--- config.mk ---
export PLATFORM = sky130hd
export DESIGN_NAME = bitmap_run_allocator
export DESIGN_NICKNAME = d
export VERILOG_FILES = /design/src/rtl/bra_pkg.sv /design/src/rtl/bra_ram.sv /design/src/rtl/bra_byte_unit.sv /design/src/rtl/bitmap_run_allocator.sv
export SDC_FILE = /design/constraint.sdc
export NUM_CORES = 2
export LEC_CHECK = 0
export BUFFER_PORTS_ARGS = -buffer_cell sky130_fd_sc_hd__buf_2
export CAP_MARGIN = 20
export CELL_PAD_IN_SITES_DETAIL_PLACEMENT = 2
export CELL_PAD_IN_SITES_GLOBAL_PLACEMENT = 2
export CORE_MARGIN = 4
export CORE_UTILIZATION = 35
export CTS_CLUSTER_DIAMETER = 100
export DETAILED_ROUTE_END_ITERATION = 12
export PLACE_DENSITY = 0.7
export SLEW_MARGIN = 20
export SYNTH_ARGS = -nofsm -noshare
export SYNTH_HDL_FRONTEND = slang
export SYNTH_SLANG_ARGS = --single-unit
export TNS_END_PERCENT = 50
--- constraint.sdc ---
create_clock -name clk -period 13.05 [get_ports clk]
set_input_delay 2.61 -clock clk [delete_from_list [all_inputs] [get_ports clk]]
set_output_delay 2.61 -clock clk [all_outputs]
set_load 0.01 [all_outputs]
--- src/rtl/bra_pkg.sv ---
`default_nettype none
package bra_pkg;

  localparam int STORE_BYTES = 128;
  localparam logic [7:0] RESET_BYTES = 8'd128;

  localparam logic [1:0] CMD_TEST  = 2'd0;
  localparam logic [1:0] CMD_SET   = 2'd1;
  localparam logic [1:0] CMD_CLEAR = 2'd2;
  localparam logic [1:0] CMD_SCAN  = 2'd3;

  localparam logic [1:0] ST_OK        = 2'd0;
  localparam logic [1:0] ST_RANGE     = 2'd1;
  localparam logic [1:0] ST_SAME      = 2'd2;
  localparam logic [1:0] ST_NOT_FOUND = 2'd3;

  typedef struct packed {
    logic [1:0]  cmd;
    logic [9:0]  bit_index;
    logic [10:0] run_length;
  } req_t;

  typedef struct packed {
    logic [1:0]  status;
    logic [9:0]  result_index;
    logic        bit_value;
    logic [10:0] free_count;
  } rsp_t;

  // outcome of walking one bitmap byte
  typedef struct packed {
    logic        run_found;
    logic [2:0]  run_pos;
    logic [10:0] run_out;
    logic        zero_found;
    logic [2:0]  zero_pos;
  } byte_res_t;

endpackage
`default_nettype wire

--- src/rtl/bra_ram.sv ---
`default_nettype none
module bra_ram #(
  parameter int WIDTH = 8,
  parameter int DEPTH = 128
) (
  input  wire logic                                  clk,
  input  wire logic                                  we,
  input  wire logic [((DEPTH > 1) ? $clog2(DEPTH) : 1)-1:0] addr,
  input  wire logic [WIDTH-1:0]                      wdata,
  output      logic [WIDTH-1:0]                      rdata
);

  logic [WIDTH-1:0] mem [DEPTH];

  always_ff @(posedge clk) begin
    if (we) begin
      mem[addr] <= wdata;
    end
    rdata <= mem[addr];
  end

endmodule
`default_nettype wire

--- src/rtl/bra_byte_unit.sv ---
`default_nettype none
module bra_byte_unit (
  input  wire logic [7:0]  data,
  input  wire logic [10:0] run_in,
  input  wire logic [10:0] run_length,
  output bra_pkg::byte_res_t res
);

  logic [10:0] r;
  logic        found;
  logic [2:0]  pos;
  logic        zf;
  logic [2:0]  zp;

  // walk the eight bits low to high, extending the current free run
  always_comb begin
    r     = run_in;
    found = 1'b0;
    pos   = 3'd0;
    zf    = 1'b0;
    zp    = 3'd0;
    for (int k = 0; k < 8; k++) begin
      if (!data[k]) begin
        r = r + 11'd1;
        if (!found && (r == run_length)) begin
          found = 1'b1;
          pos   = 3'(k);
        end
        if (!zf) begin
          zf = 1'b1;
          zp = 3'(k);
        end
      end else begin
        r = 11'd0;
      end
    end
    res.run_found  = found;
    res.run_pos    = pos;
    res.run_out    = r;
    res.zero_found = zf;
    res.zero_pos   = zp;
  end

endmodule
`default_nettype wire

--- src/rtl/bitmap_run_allocator.sv ---
`default_nettype none
// channel  | dir | handshake              | payload
// ---------+-----+------------------------+--------------------------
// req      | in  | req_valid / req_ready  | bra_pkg::req_t
// rsp      | out | rsp_valid / rsp_ready  | bra_pkg::rsp_t
// cfg      | in  | cfg_valid / cfg_ready  | cfg_data, byte count
//
// test and clear pass through the op state to done; out-of-range requests and early
// scan misses go straight to done; set seeks a new lowest free bit when it moves
// scan walks the bytes from the one holding lowest_free up to used bytes; the bitmap ram
//   delivers one byte per cycle to the shared byte unit
// reset and cfg writes clear the bitmap at once through per-byte valid flags
// a finished result waits in the output register; the next request is
//   taken and worked on meanwhile, only its hand-off waits
module bitmap_run_allocator #(
  parameter int MAX_BYTES = 128
) (
  input  wire logic           clk,
  input  wire logic           rst,
  input  wire logic           req_valid,
  output      logic           req_ready,
  input  wire bra_pkg::req_t  req_data,
  output      logic           rsp_valid,
  input  wire logic           rsp_ready,
  output      bra_pkg::rsp_t  rsp_data,
  input  wire logic           cfg_valid,
  output      logic           cfg_ready,
  input  wire logic [7:0]     cfg_data
);

  localparam int DEPTH = (MAX_BYTES < bra_pkg::STORE_BYTES) ? MAX_BYTES
                                                            : bra_pkg::STORE_BYTES;
  localparam int AW = (DEPTH > 1) ? $clog2(DEPTH) : 1;
  localparam logic [7:0] CAP_B = 8'(DEPTH);

  typedef enum logic [4:0] {
    S_IDLE = 5'b00001,
    S_OP   = 5'b00010,
    S_SEEK = 5'b00100,
    S_SCAN = 5'b01000,
    S_DONE = 5'b10000
  } state_t;

  function automatic logic [7:0] eff_bytes(input logic [7:0] v);
    logic [7:0] n;
    n = v;
    if (n == 8'd0) n = 8'd1;
    if (n > CAP_B) n = CAP_B;
    return n;
  endfunction

  state_t      state;
  logic [7:0]  byte_count;
  logic [10:0] lowest_free;
  logic [10:0] free_total;
  logic [DEPTH-1:0] vld;
  logic        vld_q;

  logic [1:0]  cmd_q;
  logic [9:0]  idx_q;
  logic [10:0] len_q;
  logic [7:0]  ptr;
  logic [7:0]  pbyte;
  logic        pvalid;
  logic [10:0] run;

  logic [1:0]  res_status;
  logic [9:0]  res_index;
  logic        res_bval;

  logic [7:0]  used;
  logic [10:0] nbits;
  logic [AW-1:0] ram_addr;
  logic        ram_we;
  logic [7:0]  ram_wdata;
  logic [7:0]  ram_rdata;
  logic [7:0]  cur_byte;
  logic        cur_bit;
  logic [7:0]  bit_mask;
  logic [10:0] idx_inc;
  logic [11:0] scan_start;
  logic        walk_end;
  bra_pkg::byte_res_t bres;

  assign used      = eff_bytes(byte_count);
  assign nbits     = {used, 3'b000};
  assign req_ready = (state == S_IDLE);
  assign cfg_ready = 1'b1;

  assign cur_byte   = vld_q ? ram_rdata : 8'h00;
  assign cur_bit    = cur_byte[idx_q[2:0]];
  assign bit_mask   = 8'h01 << idx_q[2:0];
  assign idx_inc    = {1'b0, idx_q} + 11'd1;
  assign scan_start = {1'b0, pbyte, 3'b000} + {9'd0, bres.run_pos} + 12'd1
                      - {1'b0, len_q};
  assign walk_end   = !pvalid && (ptr >= used);

  always_comb begin
    ram_addr  = AW'(ptr);
    ram_we    = 1'b0;
    ram_wdata = cur_byte | bit_mask;
    case (state)
      S_IDLE: begin
        if (req_data.cmd == bra_pkg::CMD_SCAN) begin
          ram_addr = AW'(lowest_free[10:3]);
        end else begin
          ram_addr = AW'(req_data.bit_index[9:3]);
        end
      end
      S_OP: begin
        ram_addr = AW'(idx_q[9:3]);
        if (cmd_q == bra_pkg::CMD_SET && !cur_bit) begin
          ram_we = 1'b1;
        end else if (cmd_q == bra_pkg::CMD_CLEAR && cur_bit) begin
          ram_we    = 1'b1;
          ram_wdata = cur_byte & ~bit_mask;
        end
      end
      default: ram_addr = AW'(ptr);
    endcase
  end

  bra_ram #(.WIDTH(8), .DEPTH(DEPTH)) u_ram (
    .clk   (clk),
    .we    (ram_we),
    .addr  (ram_addr),
    .wdata (ram_wdata),
    .rdata (ram_rdata)
  );

  bra_byte_unit u_byte (
    .data       (cur_byte),
    .run_in     (run),
    .run_length (len_q),
    .res        (bres)
  );

  // registered read of the valid flags, aligned with ram data
  always_ff @(posedge clk) begin
    vld_q <= vld[ram_addr];
  end

  always_ff @(posedge clk) begin
    if (rst) begin
      state       <= S_IDLE;
      byte_count  <= bra_pkg::RESET_BYTES;
      lowest_free <= 11'd0;
      free_total  <= {eff_bytes(bra_pkg::RESET_BYTES), 3'b000};
      vld         <= '0;
      rsp_valid   <= 1'b0;
      pvalid      <= 1'b0;
      ptr         <= 8'd0;
    end else begin
      if (rsp_valid && rsp_ready) begin
        rsp_valid <= 1'b0;
      end

      if (ram_we) begin
        vld[ram_addr] <= 1'b1;
      end

      // byte fetch pipeline for seek and scan
      if (state == S_SEEK || state == S_SCAN) begin
        if (ptr < used) begin
          ptr    <= ptr + 8'd1;
          pvalid <= 1'b1;
          pbyte  <= ptr;
        end else begin
          pvalid <= 1'b0;
        end
      end

      case (state)
        S_IDLE: begin
          if (req_valid) begin
            cmd_q    <= req_data.cmd;
            idx_q    <= req_data.bit_index;
            len_q    <= req_data.run_length;
            res_bval <= 1'b0;
            if (req_data.cmd == bra_pkg::CMD_SCAN) begin
              res_index <= 10'd0;
              if (req_data.run_length == 11'd0 || req_data.run_length > free_total) begin
                res_status <= bra_pkg::ST_NOT_FOUND;
                state      <= S_DONE;
              end else begin
                run    <= 11'd0;
                pvalid <= 1'b1;
                pbyte  <= lowest_free[10:3];
                ptr    <= lowest_free[10:3] + 8'd1;
                state  <= S_SCAN;
              end
            end else if ({1'b0, req_data.bit_index} >= nbits) begin
              res_status <= bra_pkg::ST_RANGE;
              res_index  <= req_data.bit_index;
              state      <= S_DONE;
            end else begin
              state <= S_OP;
            end
          end
        end
        S_OP: begin
          res_index  <= idx_q;
          res_bval   <= cur_bit;
          res_status <= bra_pkg::ST_OK;
          state      <= S_DONE;
          case (cmd_q)
            bra_pkg::CMD_SET: begin
              if (cur_bit) begin
                res_status <= bra_pkg::ST_SAME;
              end else begin
                if (free_total != 11'd0) free_total <= free_total - 11'd1;
                if ({1'b0, idx_q} == lowest_free) begin
                  if (idx_inc == nbits) begin
                    lowest_free <= nbits;
                  end else begin
                    ptr    <= idx_inc[10:3];
                    pvalid <= 1'b0;
                    state  <= S_SEEK;
                  end
                end
              end
            end
            bra_pkg::CMD_CLEAR: begin
              if (!cur_bit) begin
                res_status <= bra_pkg::ST_SAME;
              end else begin
                if (free_total < nbits) free_total <= free_total + 11'd1;
                if ({1'b0, idx_q} < lowest_free) lowest_free <= {1'b0, idx_q};
              end
            end
            default: ;
          endcase
        end
        S_SEEK: begin
          // bits below the start are all taken, so whole bytes are searched
          if (pvalid && bres.zero_found) begin
            lowest_free <= {pbyte, bres.zero_pos};
            state       <= S_DONE;
          end else if (walk_end) begin
            lowest_free <= nbits;
            state       <= S_DONE;
          end
        end
        S_SCAN: begin
          if (pvalid) begin
            run <= bres.run_out;
          end
          if (pvalid && bres.run_found) begin
            res_status <= bra_pkg::ST_OK;
            res_index  <= scan_start[9:0];
            state      <= S_DONE;
          end else if (walk_end) begin
            res_status <= bra_pkg::ST_NOT_FOUND;
            res_index  <= 10'd0;
            state      <= S_DONE;
          end
        end
        S_DONE: begin
          if (!rsp_valid || rsp_ready) begin
            rsp_valid             <= 1'b1;
            rsp_data.status       <= res_status;
            rsp_data.result_index <= res_index;
            rsp_data.bit_value    <= res_bval;
            rsp_data.free_count   <= free_total;
            state                 <= S_IDLE;
          end
        end
        default: state <= S_IDLE;
      endcase

      // size write wipes the bitmap
      if (cfg_valid) begin
        byte_count  <= cfg_data;
        vld         <= '0;
        lowest_free <= 11'd0;
        free_total  <= {eff_bytes(cfg_data), 3'b000};
      end
    end
  end

  a_free_bound: assert property (@(posedge clk) disable iff (rst)
    free_total <= nbits) else $error("free count above bitmap size");

  a_lowest_bound: assert property (@(posedge clk) disable iff (rst)
    lowest_free <= nbits) else $error("lowest free index past bitmap end");

  a_ptr_bound: assert property (@(posedge clk) disable iff (rst)
    (state == S_SEEK || state == S_SCAN) |-> ptr <= used)
    else $error("byte pointer past bitmap end");

endmodule
`default_nettype wire
# Yosys cells after proc, flatten, opt, wreduce, memory -nomap -nowiden
# Memories as Yosys holds them, arrays and structs flattened. A register that Yosys moved wholly into a read port is not among the register bits.
# Index checks and enable logic that the tools add are counted.
[totals]
reg_bits = 253
ramBits = 1024
input_bits = 36
word_cells = 310
mem_count = 1
[classes]
addsub = 16
magnitude_cmp = 11
eq_ne = 41
n_shift = 1
mux = 164
bitwise_logic = 5
n_reduce_logical = 49
[memory_table]
columns = ["memory", "depth", "word_bits", "read_ports", "rd_clocked_by_memory_dff", "wr", "line_no", "rtl"]
rows = [
  ["u_ram.mem", 128, 8, 1, 1, 1, "bra_ram.sv:13", "logic [WIDTH-1:0] mem [DEPTH];"],
]
[ops]
columns = ["cell", "count"]
rows = [
  ["11-bit 2-to-1 mux", 25],
  ["8-bit 2-to-1 mux", 25],
  ["128-bit bitwise OR", 1],
  ["11-bit by 1-bit adder with 11-bit output, second input constant", 9],
  ["11-bit == test", 9],
  ["11-bit one-hot mux with 2 select lines", 4],
  ["3-bit 2-to-1 mux", 26],
  ["5-bit 2-to-1 mux", 12],
  ["10-bit 2-to-1 mux", 5],
  ["1-bit 2-to-1 mux", 47],
  ["10-bit one-hot mux with 3 select lines", 1],
  ["5-bit one-hot mux with 5 select lines", 1],
  ["3-bit != test, second input constant", 8],
  ["6-bit AND reduction", 4],
  ["8-bit by 1-bit adder with 8-bit output, second input constant", 2],
  ["8-bit greater-than comparator, second input constant", 2],
  ["8-bit zero test", 2],
  ["2-bit 2-to-1 mux", 8],
  ["8-bit one-hot mux with 2 select lines", 1],
  ["3-bit by 2-bit != test with 1-bit output, second input constant", 5],
  ["1-bit logical AND", 14],
  ["7-bit one-hot mux with 2 select lines", 1],
  ["2-bit != test, second input constant", 6],
  ["10-bit by 1-bit adder with 11-bit output, second input constant", 1],
  ["other kinds (46)", 68],
]

# Depth between registers and ports, before layout
[depth]
word_depth = 37
ltp_mapped = 43
mapped_depth_nobuf = 40

# By module
# Synthesis repeated with hierarchy kept, for this count alone.
[hier_totals]
hier_cells = 4614
area_unflattened_um2 = 58377.2
[modules_own_cells]
columns = ["mod", "instances", "cells_per_inst", "area_each_um2", "seq_area_each_um2"]
rows = [
  ["bra_ram", 1, 2475, 40437.5, 30909.6],
  ["bitmap_run_allocator", 1, 1502, 13439.1, 5855.6],
  ["bra_byte_unit", 1, 637, 4500.6, 0.0],
]

# Least setup slack after synthesis
# No wires, ideal clock.
[synth_timing]
path_kind = "reg2reg"
start = "register vld_q"
end = "register res_index[9], data pin"
t_arrival_ps = 8908
required_time_ps = 12786
slack_ps = 3878
stages_incl_launch_ff = 43
path_buffers = 3
synth_period_minus_slack_ps = 9172
cell_sequence = "dfxtp_1 > and2_1 > clkbuf_1 > clkbuf_1 > nor2_1 > ha_1 > and2_1 > ha_1 > inv_1 > nor2_1 > ha_1 > and2_1 > ha_1 > clkbuf_1 > nor3b_1 > o2bb2a_1 > o21ai_0 > and4_1 > [7 not listed] > or4_1 > a2111oi_0 > and4b_2 > o211a_1 > o21ai_0 > ha_1 > inv_1 > ha_1 > fa_1 > a21o_1 > a21o_1 > a21oi_1 > nor2_1 > nor2_1 > o21bai_1 > a21oi_1 > xnor2_1 > o31ai_2"
[synth_via]
elab_chain_len = 36
word_cells_on_any_way = 71
[synth_lines]
columns = ["element", "line_no", "rtl"]
rows = [
  ["start, declared", "bitmap_run_allocator.sv:57", "logic vld_q;"],
  ["start signal, assigned", "bitmap_run_allocator.sv:140", "vld_q <= vld[ram_addr];"],
  ["8-bit 2-to-1 mux (*)", "bitmap_run_allocator.sv:90", "assign cur_byte = vld_q ? ram_rdata : 8'h00;"],
  ["parallel branches: the longest is 33 deep, another holds 11-bit by 1-bit adder with 11-bit output", "--", ""],
  ["10-bit 2-to-1 mux (*)", "bitmap_run_allocator.sv:248", "if (pvalid && bres.run_found) begin"],
  ["10-bit one-hot mux with 3 select lines (*)", "bitmap_run_allocator.sv:173", "case (state)"],
  ["end signal, assigned", "bitmap_run_allocator.sv:194", "res_index <= req_data.bit_index;"],
  ["end signal, assigned", "bitmap_run_allocator.sv:202", "res_index <= idx_q;"],
  ["end signal, assigned", "bitmap_run_allocator.sv:250", "res_index <= scan_start[9:0];"],
  ["end, declared", "bitmap_run_allocator.sv:68", "logic [9:0] res_index;"],
]
# Every way passes the cells marked *.
# A chain may end at the register's enable or synchronous reset.

# Final worst setup path
# Ends and elaborated chain as after synthesis.

==> results.yml <==
timing:
  min_period_ps: 11180
  max_slew_margin_pct: 20.6
  hold_viol_final: 0
  drv_slew: 0
  rsz0062_at_grt: "false"
  setup_tns_ps: 0
  tightestPinTransition_ps: 1190
  min_period_over_period_pct: 85.7
  clock_skew_ps: 30.0
  setup_viol: 0
  max_freq_mhz: 89.4
floorplan:
  dieArea_um2: 168000
  io_pins: 63
  die_w_um: 410
  rows: 147
  die_h_um: 410
  start_util_pct: 35.2
  core_um2: 160000
placed_design:
  portBuffers: 61
  placed_cell_area_um2: 59500
  dp_hpwl_um: 139000
  gp_congestion: 0.856
cts:
  clock-sinks: 1285
  cts_resized: 0
  cts_root_buf: "clkbuf_16"
  cts_buffer_depth: 3
  post-cts-setup-buffers: 0
  cts.clk_slew.worst_paths_ps: 70
  numCtsBuffers: 145
  insertion_delay_ps: 800
  cts_tree: "done"
  cts.hold.buffers_added: 0
  htreeDepth: 4
global_route:
  antenna_found_initial: 9
  grt_pass1_vias: 44916
  grt_max_degree: 102
  grt_pass1_wl_um: 322000
  grt.total_usage_pct: 26.0
  grt.overflow.total: 0
detailed_routing:
  wirelength_um: 223000
  drtIter0Drc: 4228
  route.detailed.drc: 0
  route.antenna.remaining_nets: 0
  viasPerCell: 6.02
  wl_per_cell_um: 31.9
  vias: 42078
  drtPass1Iterations: 6
synthesis:
  yosys_warnings: 0
  syn_inst: 4688
  yosysUniqueCellTypes: 105
  synth.avg_cell_area_um2: 12.0
  synth_area_um2: 56400
  synth_seq_cells: 1285
  synth_edf_count: 1103
  async_reset_ff_share_pct: 0
  synth.top_cell.area_share_pct: 58.7
  synth_flop_cell: "edfxtp_1"
  synth_area_leader_cell: "edfxtp_1"
  synth_area_leaders: "edfxtp_1, dfxtp_1, nand2_1"
  synth_fp_nets: 4809
  synth-seq-area-share_pct: 65.1
setup_path:
  worst_ep_arrival_time_ps: 11710
  max_stage_delay_ps: 910
  critPathKind: "reg -> reg"
  startpoint_type: "register"
  crit_path_top_delay_cell: "dfxtp_1"
  cpMostUsedCell: "ha_1"
  cp.required_ps: 13580
  cp-end-kind: "register"
  cp_max_fo: 32
layout:
  finalNetCount: 4831
  design_area_um2: 64600
  layout_commonest_cell: "edfxtp_1"
  drive_gt1_share_pct: 10.9
  syn_to_final_growth_pct: 14.5
  final_cell_mix: "edfxtp_1, nand2_1, nor2_1, a21oi_1, dfxtp_1"
min_path:
  hold_class: "reg -> reg"
job:
  cap_violations: 0
power_and_ir_drop:
  p_leak_uw: 0.0212
  irDropWorstVdd_mv: 0.139
  cellPowerDensity_nw_per_um2: 175
run_status:
  status: "completed"
## sequential cells by signal, summed over array words and instances, names as in the netlist, 10 cells and up
register,cells
u_ram.mem,1024
vld,128
lowest_free,11
len_q,11
rsp_data,24
idx_q,10
run,11
res_index,10
free_total,11
## synth_stat cells (29+ instances only)
cell type / number
o21ai_0: 94
inv_1: 61
ha_1: 83
nor3_1: 51
edfxtp_1: 1103
buf_1: 62
a31oi_1: 41
a221oi_1: 80
a21oi_1: 336
dfxtp_1: 182
nand2_1: 586
clkbuf_1: 216
o22ai_1: 39
nand3_1: 124
xor2_1: 41
a211oi_1: 85
a22oi_1: 162
a22o_1: 40
xnor2_1: 134
a21o_1: 32
and3_1: 37
nor2_1: 551
nor4_1: 39
and2_1: 29
nand4_1: 45
mux2i_1: 48
## worst max-delay path: cells and delay by family, from the launching register on
family	cells	cell delay [ps]
AOI/OAI and AO/OA	15	2920
xor gates and xnor gates	2	330
adders and majority gates	7	2470
buffers and inverters	2	140
DFF	1	910
and+or+nand+nor	14	4120
## cell type report
type / count / area (um^2)
Multi-Input combinational cell: 3045 / 18700
Antenna cell: 3 / 7.51
Clock inverter: 55 / 723
Sequential cell: 1285 / 36800
Inverter: 66 / 248
Fill cell: 16220 / 95700
Timing Repair Buffer: 167 / 1250
Tap cell: 2160 / 2700
Clock buffer: 214 / 4200
## cells by family (layout without fill, tap and decap cells)
group                      after synthesis  after routing  share of synthesized area [%]
other                                    1              4                        0.00664
buffers and inverters                  358            502                           2.44
DFF                                   1285           1285                           65.1
muxes                                   66             66                           1.45
and+or+nand+nor                       1586           1586                           12.5
adders and majority gates               85             85                           1.91
AOI/OAI and AO/OA                     1124           1124                           13.6
xor gates and xnor gates               183            183                           3.00
## power by group
group | internal (uW) | switching (uW) | leakage [uW]
sequential | 4590 | 56.2 | 0.0116
combinational | 691 | 1730 | 0.00719
clock | 2460 | 1800 | 0.00240
total | 7740 | 3580 | 0.0212
## worst paths after layout
kind | from | to | slack [ps] | cells past startpoint
setup reg to reg | vld_q | res_index[9] | 1870 | 40
setup / recovery | vld_q | res_index[9] | 1870 | 40
hold / removal | res_index[2] | rsp_data[14] | 420 | 0
hold reg to reg | res_index[2] | rsp_data[14] | 420 | 0
## through the flow
| step | hold WS (ps) | total power (uW) | util [%] | instances | setup slack, ps |
|---|---|---|---|---|---|
| after global routing | 427 | 11700 | 40.3 | 6992 | 967 |
| after detailed placement | 409 | 7100 | 37.1 | 6714 | 1870 |
| after CTS | 422 | 11300 | 40.2 | 6983 | 1830 |
| final | 421 | 11300 | 40.3 | 6995 | 1870 |
| after floorplan | 400 | 6120 | - | 4688 | 3880 |
| after global placement | 408 | 7020 | 37.1 | 6713 | 2080 |
## per-layer routing
layer	global-route usage, %	vias up	routed length, um
met5	0	-	32
met4	10.8	4	9720
met3	4.26	438	14600
met2	44.0	1671	108000
met1	33.0	22232	90200
li1	-	17733	-
(Power assumes the default switching activity.)
